$ cat src/design/tcw_pkg.sv
// tcw_pkg: shared types and constants of the text console writer
// command codes, queue entry type and sequencer states; no dependencies
package tcw_pkg;

	localparam int ROWS_DEF        = 25;
	localparam int COLS_DEF        = 80;
	localparam int QUEUE_DEPTH_DEF = 2;

	// widest row and column index over the supported geometry
	localparam int ROW_W_MAX = 6;
	localparam int COL_W_MAX = 8;

	localparam logic [1:0] CMD_PUT   = 2'd0;
	localparam logic [1:0] CMD_READ  = 2'd1;
	localparam logic [1:0] CMD_CLEAR = 2'd2;

	localparam logic [7:0] NEWLINE_CHAR       = 8'd10;
	localparam logic [7:0] DEFAULT_ATTR_RESET = 8'd15;

	typedef enum logic [2:0] {
		OP_PUT,
		OP_NEWLINE,
		OP_READ,
		OP_CLEAR,
		OP_NOP
	} op_t;

	typedef struct packed {
		op_t                  op;
		logic [7:0]           ch;
		logic [7:0]           attr;
		logic                 at_cursor;
		logic [ROW_W_MAX-1:0] row;
		logic [COL_W_MAX-1:0] col;
	} cmd_t;

	typedef enum logic [2:0] {
		ST_INIT,
		ST_IDLE,
		ST_EXEC,
		ST_SCROLL,
		ST_SCRBOT,
		ST_CLEAR,
		ST_DONE
	} state_t;

endpackage

$ cat src/design/tcw_front.sv
// tcw_front: input side of the console writer
// decodes and saturates incoming items, holds the default attribute; uses tcw_pkg
module tcw_front #(
	parameter int ROWS = tcw_pkg::ROWS_DEF,
	parameter int COLS = tcw_pkg::COLS_DEF
) (
	input  logic               clk,
	input  logic               arst_n,
	input  logic               cfg_valid,
	output logic               cfg_ready,
	input  logic [7:0]         cfg_data,
	input  logic               s_axis_tvalid,
	output logic               s_axis_tready,
	input  logic [31:0]        s_axis_tdata,  // ch, attr, at_cursor, row, col, zero pad
	input  logic [1:0]         s_axis_tuser,  // command
	output logic               push_valid,
	input  logic               push_ready,
	output tcw_pkg::cmd_t      push_cmd
);

	logic [7:0]                    dflt_attr_q;
	logic [7:0]                    in_ch;
	logic [7:0]                    in_attr;
	logic                          in_at_cursor;
	logic [tcw_pkg::ROW_W_MAX-1:0] in_row;
	logic [tcw_pkg::COL_W_MAX-1:0] in_col;

	assign cfg_ready = 1'b1;

	always_ff @(posedge clk or negedge arst_n) begin
		if (!arst_n) begin
			dflt_attr_q <= tcw_pkg::DEFAULT_ATTR_RESET;
		end else if (cfg_valid && cfg_ready) begin
			dflt_attr_q <= cfg_data;
		end
	end

	assign in_ch        = s_axis_tdata[7:0];
	assign in_attr      = s_axis_tdata[15:8];
	assign in_at_cursor = s_axis_tdata[16];
	assign in_row       = tcw_pkg::ROW_W_MAX'(s_axis_tdata[21:17]);
	assign in_col       = tcw_pkg::COL_W_MAX'(s_axis_tdata[28:22]);

	assign push_valid    = s_axis_tvalid;
	assign s_axis_tready = push_ready;

	always_comb begin
		push_cmd = '0;
		unique case (s_axis_tuser)
			tcw_pkg::CMD_PUT: begin
				push_cmd.op = (in_ch == tcw_pkg::NEWLINE_CHAR) ? tcw_pkg::OP_NEWLINE
					: tcw_pkg::OP_PUT;
			end
			tcw_pkg::CMD_READ:  push_cmd.op = tcw_pkg::OP_READ;
			tcw_pkg::CMD_CLEAR: push_cmd.op = tcw_pkg::OP_CLEAR;
			default:            push_cmd.op = tcw_pkg::OP_NOP;
		endcase
		push_cmd.ch        = in_ch;
		push_cmd.attr      = (in_attr == 8'd0) ? dflt_attr_q : in_attr;
		push_cmd.at_cursor = in_at_cursor && (s_axis_tuser == tcw_pkg::CMD_PUT);
		// out-of-range coordinates clamp to the last row and column
		push_cmd.row = (in_row > tcw_pkg::ROW_W_MAX'(ROWS - 1))
			? tcw_pkg::ROW_W_MAX'(ROWS - 1) : in_row;
		push_cmd.col = (in_col > tcw_pkg::COL_W_MAX'(COLS - 1))
			? tcw_pkg::COL_W_MAX'(COLS - 1) : in_col;
	end

endmodule

$ cat config.mk
export PLATFORM = sky130hd
export DESIGN_NAME = tcw_front
export DESIGN_NICKNAME = d
export VERILOG_FILES = /design/src/design/tcw_pkg.sv /design/src/design/tcw_front.sv
export SDC_FILE = /design/constraint.sdc
export NUM_CORES = 1
export LEC_CHECK = 0
export ABC_AREA = 0
export BUFFER_PORTS_ARGS = -buffer_cell sky130_fd_sc_hd__buf_2
export CAP_MARGIN = 20
export CORE_ASPECT_RATIO = 1.25
export CORE_UTILIZATION = 33
export DETAILED_ROUTE_END_ITERATION = 7
export PLACE_DENSITY = 0.79
export REMOVE_ABC_BUFFERS = 1
export SYNTH_ARGS = -nofsm -noshare
export SYNTH_HDL_FRONTEND = slang
export SYNTH_SLANG_ARGS = --single-unit
$ cat constraint.sdc
create_clock -name clk -period 1.9 [get_ports clk]
set_clock_uncertainty 0.2 [all_clocks]
set_input_delay 0.285 -clock clk [delete_from_list [all_inputs] [get_ports clk]]
set_output_delay 0.285 -clock clk [all_outputs]
set_load 0.01 [all_outputs]
==> reports/metrics.cfg <==
[setup_path]
startpoint = s_axis_tdata[8]
arrival_ns = 1.44
r2r_setup_slack_ns = 0.82
crit_path_end = push_cmd[18]
ff2ff_path_depth = 2
crit_fanout = 3
worst_ep_required_time_ns = 1.41
end_kind = primary output
critPathKind = in2out
start_kind = input pin
r2r-start = dflt_attr_q[3]
r2r_end = dflt_attr_q[3]

[synthesis]
synth_area_sq_um = 732
ys_types = 21
yosys-top-cells-count = inv_1, buf_4, nand2_1, o31ai_2, o21ai_0
ys.warnings.count = 0
yosys-top-cells-area = dfstp_2, dfrtp_1, o31ai_2
yosys_register_bits = 8
yosysSeqAreaShare = 0.280
synthMostInstantiatedCell = inv_1
synth_top_family_by_area = buffers and inverters
synth_xor_area_frac = 0
synth_edf_count = 0
avgSynthCellArea_sq_um = 7.96
synth_compound_area_frac = 0.210
muxShareOfSynthArea = 0
yosysTopAreaCell = dfstp_2
synth.top_cell.area_share = 0.144
async_flop_share = 1.00
synthSimpleGateAreaFrac = 0.197
syn_inst = 92
synth-main-ff-cell = dfstp_2
synth_fa_ha_area_frac = 0.0342

[sta]
hold_viol_final = 0
fin_tns_setup_ns = -0.0495
setup_ws_ns = -0.0226
rsz0062_at_grt = true
setup_viol = 4
report.final.slew_viol_count = 0
finalCriticalPeriod_ns = 1.92
fmax_ghz = 0.520
min_period_over_period = 1.01

[placement]
port_buffers = 73
gp_congestion = 0.717
dp_hpwl_mm = 1.53
placed_area_sq_um = 1020
dp.cells = 170

[cts]
path_clk_slew_ns = 0.06
clkSinkCount = 8
cts_made_buffers = 3
h-tree-depth = 1
cts_setup_buffers = 0
worst_skew_pair.late_latency_ns = 0.27
cts_tree = done
clockBufferDepth = 2
ctsRootBufferMaster = clkbuf_4

[die]
fp.dieH_um = 54.7
fp-row-count = 18
die_w_um = 44.1
core_sq_um = 2030
initial_core_util = 0.361
io_pins = 84
die_area_sq_um = 2410

[pwr]
clkPwrFrac = 0.266
switching_power_w = 0.000166
power_density_nw_per_um2 = 476
p_sw_frac = 0.319
peakVddDrop_v = 0.000439
p_leak_nw = 0.627
power_frac_comb = 0.359
design_power_total_w = 0.000519
intPower_w = 0.000354
p_seq_frac = 0.375

[run_status]
violations = DRC, setup timing
status = finished, violations left

[detailed_routing]
drc = 10
wl_mm = 1.87
via_count = 839
drt_iter0_drc = 22
via_per_inst = 4.82
ant_nets = 0
wire_per_inst_um = 10.7
drt_pass1_iterations = 6

[grt]
grt_pass1_wl_mm = 2.59
grt.overflow.total = 0
grt_max_degree = 17
first_global_vias = 640
grt_usage = 0.146
antenna_found_initial = 0

[finish]
stdcell_count = 174
largest_reg_flops = 8
stdcell_area_sq_um = 1090
nFillCells = 179
nets = 205
reg.largest.list = dflt_attr_q: 8 flops
synthToLayoutAreaGrowth_pct = 49.1
largest_register = dflt_attr_q
regArea_sq_um = 205
multi_input_area_sq_um = 347
num_antenna_cells = 0
layout-drive-gt1-share = 0.604

[hold_path]
hold_class = in2reg
worstHoldPathCells = 3

[run]
cap_viol_max_count = 0

==> per-layer routing <==
| layer | track usage | part of all wire | vias to the layer above |
|---|---|---|---|
| li1 | - | - | 400 |
| met1 | 0.150 | 0.35 | 356 |
| met2 | 0.282 | 0.49 | 79 |
| met3 | 0.0132 | 0.14 | 4 |
| met4 | 0.0909 | 0.020 | 0 |
| met5 | 0 | 0 | - |
==> kinds of logic after synthesis <==
group | count (synthesis)
adder cells (fa/ha/maj) | 2
AO/OA/AOI/OAI | 18
flip-flops | 8
AND/OR/NAND/NOR | 25
other | 2
buffers and inverters | 37
==> power by group through the flow <==
stage          clock network [W]  registers, W  logic (W)
3_5_place_dp                   0      0.000198   0.000176
3_3_place_gp                   0      0.000198   0.000173
5_1_grt                 0.000141      0.000196   0.000206
6_report                0.000138      0.000195   0.000187
4_1_cts                 0.000134      0.000195   0.000185
2_1_floorplan                  0      0.000197  0.0000714
==> cell type report <==
class,instances,share of cell area
inverters,18,0.0619
repair buffers,77,0.389
clock buffers,3,0.0206
multi-input cells,48,0.318
well taps,20,0.0229
flip-flops and latches,8,0.188
==> placed cells by master (no fill, tap or decap), types with 3 or more instances in the layout <==
cell type	Yosys	routed
and2_1	4	4
buf_2	1	70
buf_6	1	5
clkbuf_4	0	3
conb_1	2	3
dfrtp_1	4	4
dfstp_2	4	4
inv_1	18	18
nand2_1	9	9
nand2b_1	4	4
nor2b_1	4	4
o21ai_0	7	7
o31ai_2	8	7
==> metrics by stage <==
step | util | hold slack [ns] | setup slack, ns
final | 0.538 | 0.0325 | -0.0226
after global routing | 0.538 | 0.0458 | -0.0473
after CTS | 0.535 | 0.0337 | -0.00607
after detailed placement | 0.503 | -0.0643 | -0.0392
after global placement | 0.503 | -0.0661 | -0.0140
after floorplan | - | -0.211 | 0.113
==> worst max-delay path: stages <==
cell and delay (ns):
buf_6 0.09, or4_4 0.54, buf_6 0.15, o31ai_4 0.21
buf_2 0.16
==> worst min-delay path by stage <==
stage	startpoint	endpoint	slack, ns
finish	cfg_data[0]	dflt_attr_q[0]	0.03
global route	cfg_data[0]	dflt_attr_q[0]	0.05
CTS	cfg_data[3]	dflt_attr_q[3]	0.03
detailed placement	arst_n	dflt_attr_q[4]	-0.06
global placement	arst_n	dflt_attr_q[4]	-0.07
floorplan	arst_n	dflt_attr_q[4]	-0.21
==> timing repair <==
item                                    CTS  global route
hold buffers                              1             0
resized for setup                         6             1
endpoints found under the hold margin     8             0
pin swaps                                 0             3
endpoints found under the setup margin    8             8
cloned                                    0             0
Power figures use the tool's default switching activity.
