--- src/design/tcw_pkg.sv ---
// tcw_pkg: shared types and constants of the text console writer
// command codes, queue entry type and sequencer states; no dependencies
package tcw_pkg;

	localparam int ROWS_DEF        = 25;
	localparam int COLS_DEF        = 80;
	localparam int QUEUE_DEPTH_DEF = 2;

	// widest row and column index over the supported geometry
	localparam int ROW_W_MAX = 6;
	localparam int COL_W_MAX = 8;

	localparam logic [1:0] CMD_PUT   = 2'd0;
	localparam logic [1:0] CMD_READ  = 2'd1;
	localparam logic [1:0] CMD_CLEAR = 2'd2;

	localparam logic [7:0] NEWLINE_CHAR       = 8'd10;
	localparam logic [7:0] DEFAULT_ATTR_RESET = 8'd15;

	typedef enum logic [2:0] {
		OP_PUT,
		OP_NEWLINE,
		OP_READ,
		OP_CLEAR,
		OP_NOP
	} op_t;

	typedef struct packed {
		op_t                  op;
		logic [7:0]           ch;
		logic [7:0]           attr;
		logic                 at_cursor;
		logic [ROW_W_MAX-1:0] row;
		logic [COL_W_MAX-1:0] col;
	} cmd_t;

	typedef enum logic [2:0] {
		ST_INIT,
		ST_IDLE,
		ST_EXEC,
		ST_SCROLL,
		ST_SCRBOT,
		ST_CLEAR,
		ST_DONE
	} state_t;

endpackage

--- src/design/tcw_queue.sv ---
// tcw_queue: small command queue between the front and back parts
// holds decoded commands; uses tcw_pkg
module tcw_queue #(
	parameter int DEPTH = tcw_pkg::QUEUE_DEPTH_DEF
) (
	input  logic          clk,
	input  logic          arst_n,
	input  logic          push_valid,
	output logic          push_ready,
	input  tcw_pkg::cmd_t push_cmd,
	output logic          pop_valid,
	input  logic          pop_ready,
	output tcw_pkg::cmd_t pop_cmd
);

	localparam int PW = (DEPTH > 1) ? $clog2(DEPTH) : 1;
	localparam int NW = $clog2(DEPTH + 1);

	tcw_pkg::cmd_t entries_q [DEPTH];
	logic [PW-1:0] wr_ptr_q;
	logic [PW-1:0] rd_ptr_q;
	logic [NW-1:0] count_q;
	logic          do_push;
	logic          do_pop;

	assign push_ready = (count_q != NW'(DEPTH));
	assign pop_valid  = (count_q != '0);
	assign pop_cmd    = entries_q[rd_ptr_q];
	assign do_push    = push_valid && push_ready;
	assign do_pop     = pop_valid && pop_ready;

	always_ff @(posedge clk) begin
		if (do_push) begin
			entries_q[wr_ptr_q] <= push_cmd;
		end
	end

	always_ff @(posedge clk or negedge arst_n) begin
		if (!arst_n) begin
			wr_ptr_q <= '0;
			rd_ptr_q <= '0;
			count_q  <= '0;
		end else begin
			if (do_push) begin
				wr_ptr_q <= (wr_ptr_q == PW'(DEPTH - 1)) ? '0 : wr_ptr_q + 1'b1;
			end
			if (do_pop) begin
				rd_ptr_q <= (rd_ptr_q == PW'(DEPTH - 1)) ? '0 : rd_ptr_q + 1'b1;
			end
			if (do_push && !do_pop) begin
				count_q <= count_q + 1'b1;
			end else if (do_pop && !do_push) begin
				count_q <= count_q - 1'b1;
			end
		end
	end

endmodule

--- config.mk ---
export PLATFORM = sky130hd
export DESIGN_NAME = tcw_queue
export DESIGN_NICKNAME = d
export VERILOG_FILES = /design/src/design/tcw_pkg.sv /design/src/design/tcw_queue.sv
export SDC_FILE = /design/constraint.sdc
export NUM_CORES = 1
export LEC_CHECK = 0
export BUFFER_PORTS_ARGS = -buffer_cell sky130_fd_sc_hd__buf_2
export CORE_MARGIN = 4
export CORE_UTILIZATION = 58
export CTS_BUF_LIST = sky130_fd_sc_hd__clkbuf_4 sky130_fd_sc_hd__clkbuf_8
export DETAILED_ROUTE_END_ITERATION = 8
export PLACE_DENSITY = 0.87
export SYNTH_ARGS = -nofsm -noshare
export SYNTH_HDL_FRONTEND = slang
export SYNTH_SLANG_ARGS = --single-unit
export TNS_END_PERCENT = 5
--- constraint.sdc ---
create_clock -name clk -period 4.5 [get_ports clk]
set_input_delay 0.9 -clock clk [delete_from_list [all_inputs] [get_ports clk]]
set_output_delay 0.9 -clock clk [all_outputs]
set_load 0.1 [all_outputs]
==> out/results.txt, run 1 <==
drt wl/cell -> 16.9 µm
Post-synth top cells -> edfxtp_1 (68), mux2_4 (29), mux2_2 (5), dfrtp_1 (4)
Final Hold Vio Count -> 0
Starting Density -> 0.597
fin. max-slew vios -> 0
pin count of the biggest net entering global routing -> 36
GPL Wtd Cong -> 0.704
diode count -> 0
Max-Cap Viols -> 0
Yosys top cell area share -> 0.730
CTS max path bufs -> 2
placement row count -> 25
reg-to-reg slack, setup -> 2530 ps
Routed WL -> 4470 µm
worst-path maximum fanout -> 35
post-CTS sizing -> 0
measured slew at the worst slew-check pin -> 1020 ps
Mapped Cells -> 124
CP Depth -> 2
global-route wire length before repair -> 7330 µm
Crit. Startpoint -> rd_ptr_q$_DFFE_PN0P_
count leader, synth -> edfxtp_1
CP arrival -> 2110 ps
Netlist cell types -> 15
cts bufs inserted -> 9
Crit. End Element -> primary output
layout cells sized above 1 -> 0.590
area growth from synthesis to layout -> 20.2%
Crit-path slowest cell -> dfrtp_2
global route hottest layer -> met2
CTS tree -> yes
syn avg cell area -> 22.6 µm²
Detailed Place HPWL -> 3020 µm
required time of the worst setup path -> 3600 ps
Nets -> 244
GR Util All Layers -> 0.167
top cell type by total area after synthesis -> edfxtp_1
post-synthesis sequential area ratio -> 0.765
YS warnings -> 0
post-synthesis async set-or-reset flop share -> 0.0556
Cell Area, Synth -> 2800 µm²
Clk pin slew, worst setup/hold paths -> 70 ps
routed via count -> 1351
status -> completed
fin worst setup slack -> 1490 ps
GRT met1 Usage -> 0.203
met2 Use GR -> 0.260
Setup Viol. Count Final -> 0
critical path type -> reg -> out
Max Clk Rate -> 332 MHz
met3 Track Usage GR -> 0.0847
Crit Reg-Reg Startpoint -> count_q[0]$_DFFE_PN0P_
Synth Register Bits -> 72
Clock Latency Late Sink -> 330 ps
top cells by area, synth -> edfxtp_1 (73%), mux2_4 (16%), dfrtp_1 (3.6%)
area of the multi-input gates -> 589 µm²
htree depth -> 3
residual DRC count -> 0
Port-buffer cells -> 73
FILL cells -> 313
final setup TNS -> 0 ps
Hold Buf Count CTS -> 0
Post-CTS Setup Bufs -> 0
Worst path max stage delay -> 1040 ps
grt ovf -> 0
Hold Path Class -> in -> async
vias in the first global route -> 1484
num ports -> 74
Setup WS pre-CTS -> 1800 ps
DR pass1 iterations -> 4
RSZ-0062 raised after global routing -> false
initial antenna violation count -> 0
EDFF count, synth -> 68
final worst-path cycle share -> 0.669
Post-Syn Nets -> 163
Sequential Area -> 2140 µm²
Clock Sinks -> 72
Period minus WS final -> 3010 ps
clk root buf -> clkbuf_8
crit path to -> pop_cmd[20]
Buf/Inv on CP -> 1
Slew Limit Headroom -> 0.319
routed vias/inst -> 5.12
startpoint types -> flop
CP Cell Sequence -> mux2_2 -> buf_2
R2R Path End -> entries_q[1][20]$_DFFE_PP_
Die Area -> 6000 µm²
core area -> 4690 µm²
DRT iter0 DRCs -> 69
Die H -> 77.5 µm
worst-case reg-to-reg path depth -> 3
Worst Skew -> 4.90 ps
Final ANT Viol Nets -> 0
Main synth FF type -> edfxtp_1
die width -> 77.5 µm
Top delay family on crit path -> flip-flops
==> layout make-up <==
class / instances / share of cell area
Clock buffer: 11 / 0.0413
Inverter: 1 / 0.00112
Clock inverter: 5 / 0.0141
Timing Repair Buffer: 74 / 0.111
Sequential cell: 72 / 0.637
Tap cell: 54 / 0.0201
Multi-Input combinational cell: 47 / 0.175
==> worst register-to-register path, cell delays in order, from the launching register on <==
cell and delay (ps):
dfrtp_1 410, nand2b_1 160, and3_1 680, buf_4 400
==> sequential cells by signal, summed over array words and instances (netlist names) <==
signal and cells:
rd_ptr_q 1, entries_q 68, count_q 2, wr_ptr_q 1
==> kinds of logic after synthesis <==
logic type | synth area share
simple gates | 0.0121
mux | 0.176
buf+inv | 0.0268
flops | 0.765
xor+xnor | 0.0156
fa+ha+maj | 0.00447
==> cell usage in the layout (no fill, tap or decap) <==
cell type	n
and3_1	1
buf_2	73
buf_4	1
bufinv_16	1
clkbuf_4	2
clkbuf_8	9
clkinv_1	2
clkinv_2	2
dfrtp_1	3
dfrtp_2	1
edfxtp_1	68
ha_1	1
inv_1	1
mux2_2	5
mux2_4	29
nand2_1	2
nand2b_1	1
nor2_1	1
nor2_4	1
or2_1	1
xnor2_1	3
xor2_1	2
==> routing by layer <==
metal | wire length, µm | part of all wire
met1 | 1910 | 0.43
met3 | 369 | 0.082
met4 | 20 | 0.0045
met5 | 0 | 0
met2 | 2170 | 0.48
==> how the worst min path moves through the flow <==
stage / endpoint / cells after the start
floorplan: count_q[1]$_DFFE_PN0P_ / 1
finish: count_q[0]$_DFFE_PN0P_ / 1
global placement: count_q[1]$_DFFE_PN0P_ / 1
CTS: count_q[0]$_DFFE_PN0P_ / 1
detailed placement: count_q[1]$_DFFE_PN0P_ / 1
global route: count_q[1]$_DFFE_PN0P_ / 1
==> per-stage QoR <==
step                      utilization  hold WS [ps]  area, µm²  instances
after global routing            0.717           329       3360        264
after global placement          0.677           471       3180        248
after floorplan                     -           456       2800        124
final                           0.717           364       3360        264
after CTS                       0.717           347       3360        264
after detailed placement        0.677           507       3180        248
Power of run 1 is left out: the tool's default activity adds up to more than one toggle a clock period on the data nets, which glitch-free logic cannot reach.
==> run 2, diff against run 1 <==
--- a/config.mk
+++ b/config.mk
@@ -5,12 +5,13 @@
 export SDC_FILE = /design/constraint.sdc
 export NUM_CORES = 1
 export LEC_CHECK = 0
+export ABC_AREA = 1
 export BUFFER_PORTS_ARGS = -buffer_cell sky130_fd_sc_hd__buf_2
 export CORE_MARGIN = 4
-export CORE_UTILIZATION = 58
+export CORE_UTILIZATION = 54
 export CTS_BUF_LIST = sky130_fd_sc_hd__clkbuf_4 sky130_fd_sc_hd__clkbuf_8
 export DETAILED_ROUTE_END_ITERATION = 8
-export PLACE_DENSITY = 0.87
+export PLACE_DENSITY = 0.82
 export SYNTH_ARGS = -nofsm -noshare
 export SYNTH_HDL_FRONTEND = slang
 export SYNTH_SLANG_ARGS = --single-unit
==> constraint.sdc (replaced) <==
create_clock -name clk -period 3 [get_ports clk]
set_input_delay 0.6 -clock clk [delete_from_list [all_inputs] [get_ports clk]]
set_output_delay 0.6 -clock clk [all_outputs]
set_load 0.1 [all_outputs]
==> run 2 against run 1 <==
  * Via count grew 26%
  * Sequential cell count is the same
  * Core utilization shrank 2.1 points
  * Sequential share of layout area is 0.27 points lower
  * Worst setup slack got worse by 830 ps
  * Global-route usage fell by 0.15 points
  * Cell area up 0.37%
  * Worst hold slack worse by 310 ps
  * Non-clock buffer count is 4 higher
  * Wire length increased by 8.2%
  * Synthesized cell count up 66%
==> out/results.txt, run 2 <==
Slew Limit Headroom -> 0.669 (was 0.319)
final worst-path cycle share -> 0.782
startpoint types -> flop (unchanged)
Clk pin slew, worst setup/hold paths -> 70 ps (about the same)
post-synthesis sequential area ratio -> 0.776 (was 0.765)
Top delay family on crit path -> buffers and inverters (was flip-flops)
Max-Cap Viols -> 0 (unchanged)
status -> completed (unchanged)
drt wl/cell -> 13.4 µm (was 16.9 µm)
post-synthesis xor/xnor area fraction -> 0.00635 (was 0.0156)
diode count -> 0 (unchanged)
GPL Wtd Cong -> 0.767 (was 0.704)
CP Cell Sequence -> buf_4 -> inv_8 -> nand2_1 -> nand2_1 -> buf_2 (was mux2_2 -> buf_2)
routed vias/inst -> 4.73 (was 5.12)
largest family of logic cells by synthesized area -> simple AND/OR/NAND/NOR gates (was multiplexers)
most common cell after layout, fill and taps aside -> nand2_1 (was buf_2)
Max Clk Rate -> 426 MHz
Die Area -> 6320 µm² (was 6000 µm²)
measured slew at the worst slew-check pin -> 500 ps (was 1020 ps)
core area -> 4850 µm² (was 4690 µm²)
met2 wire length -> 2370 µm (was 2170 µm)
Routed WL -> 4840 µm (was 4470 µm)
Post-synth top cells -> nand2_1 (99), edfxtp_1 (68), nand2_2 (13), inv_1 (5), dfrtp_1 (4) (was edfxtp_1 (68), mux2_4 (29), mux2_2 (5), dfrtp_1 (4))
CTS tree -> yes (unchanged)
Most common cell on crit path -> nand2_1
global-route wire length before repair -> 7600 µm (was 7330 µm)
count leader, synth -> nand2_1 (was edfxtp_1)
CP Depth -> 5 (was 2)
Top Layer Used -> met5 (was met4)
Netlist cell types -> 16 (was 15)
YS warnings -> 0 (unchanged)
vias in the first global route -> 1732 (was 1484)
pin count of the biggest net entering global routing -> 36 (unchanged)
area growth from synthesis to layout -> 22.4% (was 20.2%)
Non-Filler Instances -> 360 (was 264)
Post-Synth Adder-Cell Area -> 0.00454 (was 0.00447)
compound-gate portion of the synthesized area -> 0 (unchanged)
Worst path max stage delay -> 430 ps (was 1040 ps)
flip-flop count of the largest register after layout -> 68 (unchanged)
fin. max-slew vios -> 0 (unchanged)
CTS max path bufs -> 2 (unchanged)
Nets -> 327 (was 244)
DR pass1 iterations -> 4 (unchanged)
worst-path maximum fanout -> 35 (unchanged)
Yosys top cell area share -> 0.740 (was 0.730)
post-synthesis mux area share -> 0 (was 0.176)
Port-buffer cells -> 73 (unchanged)
num ports -> 74 (unchanged)
Main synth FF type -> edfxtp_1 (unchanged)
post-CTS sizing -> 0 (unchanged)
EDFF count, synth -> 68 (unchanged)
Clock Latency Late Sink -> 340 ps (was 330 ps)
top cell type by total area after synthesis -> edfxtp_1 (unchanged)
worst-case reg-to-reg path depth -> 5 (was 3)
Buf/Inv on CP -> 3 (was 1)
htree depth -> 3 (unchanged)
die width -> 79.5 µm (was 77.5 µm)
Final Hold Vio Count -> 0 (unchanged)
GR Util All Layers -> 0.165 (was 0.167)
top cells by area, synth -> edfxtp_1 (74%), nand2_1 (13%), dfrtp_1 (3.6%) (was edfxtp_1 (73%), mux2_4 (16%), dfrtp_1 (3.6%))
Detailed Place HPWL -> 3250 µm (was 3020 µm)
biggest regs -> entries_q: 68 flops, count_q: 2 flops (unchanged)
WHS -> 57.9 ps (was 364 ps)
Setup Viol. Count Final -> 0 (unchanged)
cts bufs inserted -> 9 (unchanged)
Crit-path slowest cell -> buf_2 (was dfrtp_2)
most frequent cells in the layout -> nand2_1 (99), buf_2 (73), edfxtp_1 (68) (was buf_2 (73), edfxtp_1 (68), mux2_4 (29))
Mapped Cells -> 206 (was 124)
Crit. End Element -> primary output (unchanged)
residual DRC count -> 0 (unchanged)
post-synthesis async set-or-reset flop share -> 0.0556 (unchanged)
syn avg cell area -> 13.4 µm² (was 22.6 µm²)
initial antenna violation count -> 1 (was 0)
layout cells sized above 1 -> 0.375 (was 0.590)
Hold Buf Count CTS -> 0 (unchanged)
grt ovf -> 0 (unchanged)
routed via count -> 1702 (was 1351)
Post-Syn Nets -> 245 (was 163)
Period minus WS final -> 2350 ps
RSZ-0062 raised after global routing -> false (unchanged)
required time of the worst setup path -> 2400 ps (was 3600 ps)
Hold Path Class -> in -> async (unchanged)
Final ANT Viol Nets -> 0 (unchanged)
critical path type -> reg -> out (unchanged)
Synth Register Bits -> 72 (unchanged)
final setup TNS -> 0 ps (unchanged)
Die H -> 79.5 µm (was 77.5 µm)
Cell Count Post-Placement -> 344 (was 248)
Biggest register -> entries_q (unchanged)
WL met1 -> 1890 µm (was 1910 µm)
CP arrival -> 1750 ps (was 2110 ps)
Cell Area, Synth -> 2760 µm² (was 2800 µm²)
DRT iter0 DRCs -> 111 (was 69)
area share of and/or/nand/nor cells after synthesis -> 0.173 (was 0.0121)
met3 wire len -> 464 µm (was 369 µm)
placement row count -> 25 (unchanged)
Post-CTS Setup Bufs -> 0 (unchanged)
Clock Sinks -> 72 (unchanged)
Starting Density -> 0.569 (was 0.597)
Worst Skew -> 5.33 ps (was 4.90 ps)
clk root buf -> clkbuf_8 (unchanged)
run 2: final cells by class:
cell class,count,area [µm²]
sequential,72,2140
clock buffer,10,131
multi-input combinational,120,522
clock inverter,6,60.1
inverter,7,33.8
tap,67,83.8
fill,332,1470
timing repair buffer,78,403
run 2: worst paths after layout:
path / start / end / slack, ps
max: rd_ptr_q$_DFFE_PN0P_ / pop_cmd[1] / 650
min: arst_n / count_q[1]$_DFFE_PN0P_ / 60
max reg2reg: count_q[0]$_DFFE_PN0P_ / entries_q[1][29]$_DFFE_PP_ / 1320
min reg2reg: count_q[0]$_DFFE_PN0P_ / count_q[0]$_DFFE_PN0P_ / 510
max in group asynchronous: arst_n / wr_ptr_q$_DFFE_PN0P_ / 2820
min in group clk: push_cmd[17] / entries_q[0][17]$_DFFE_PP_ / 450
run 2: cell families after synthesis:
family | after synthesis
fa+ha+maj | 1
simple gates | 117
flops | 72
buf+inv | 14
xor+xnor | 2
run 2: routing by layer:
metal | track usage | vias to the layer above
li1 | - | 849
met1 | 0.173 | 775
met2 | 0.279 | 65
met3 | 0.0700 | 11
met4 | 0.0911 | 2
met5 | 0 | -
run 2: worst reg2reg max path: cells and delay by family, from the launching register on:
family	cells	cell delay, ps
simple gates	3	500
flops	1	390
buf+inv	2	460
run 2: metrics by stage:
step | util | area [µm²] | setup slack [ps]
after CTS | 0.696 | 3380 | 633
final | 0.696 | 3380 | 654
after floorplan | - | 2760 | 129
after detailed placement | 0.657 | 3180 | 1000
after global routing | 0.696 | 3380 | 574
after global placement | 0.657 | 3180 | 1050
Power of run 2 is left out for the same reason.
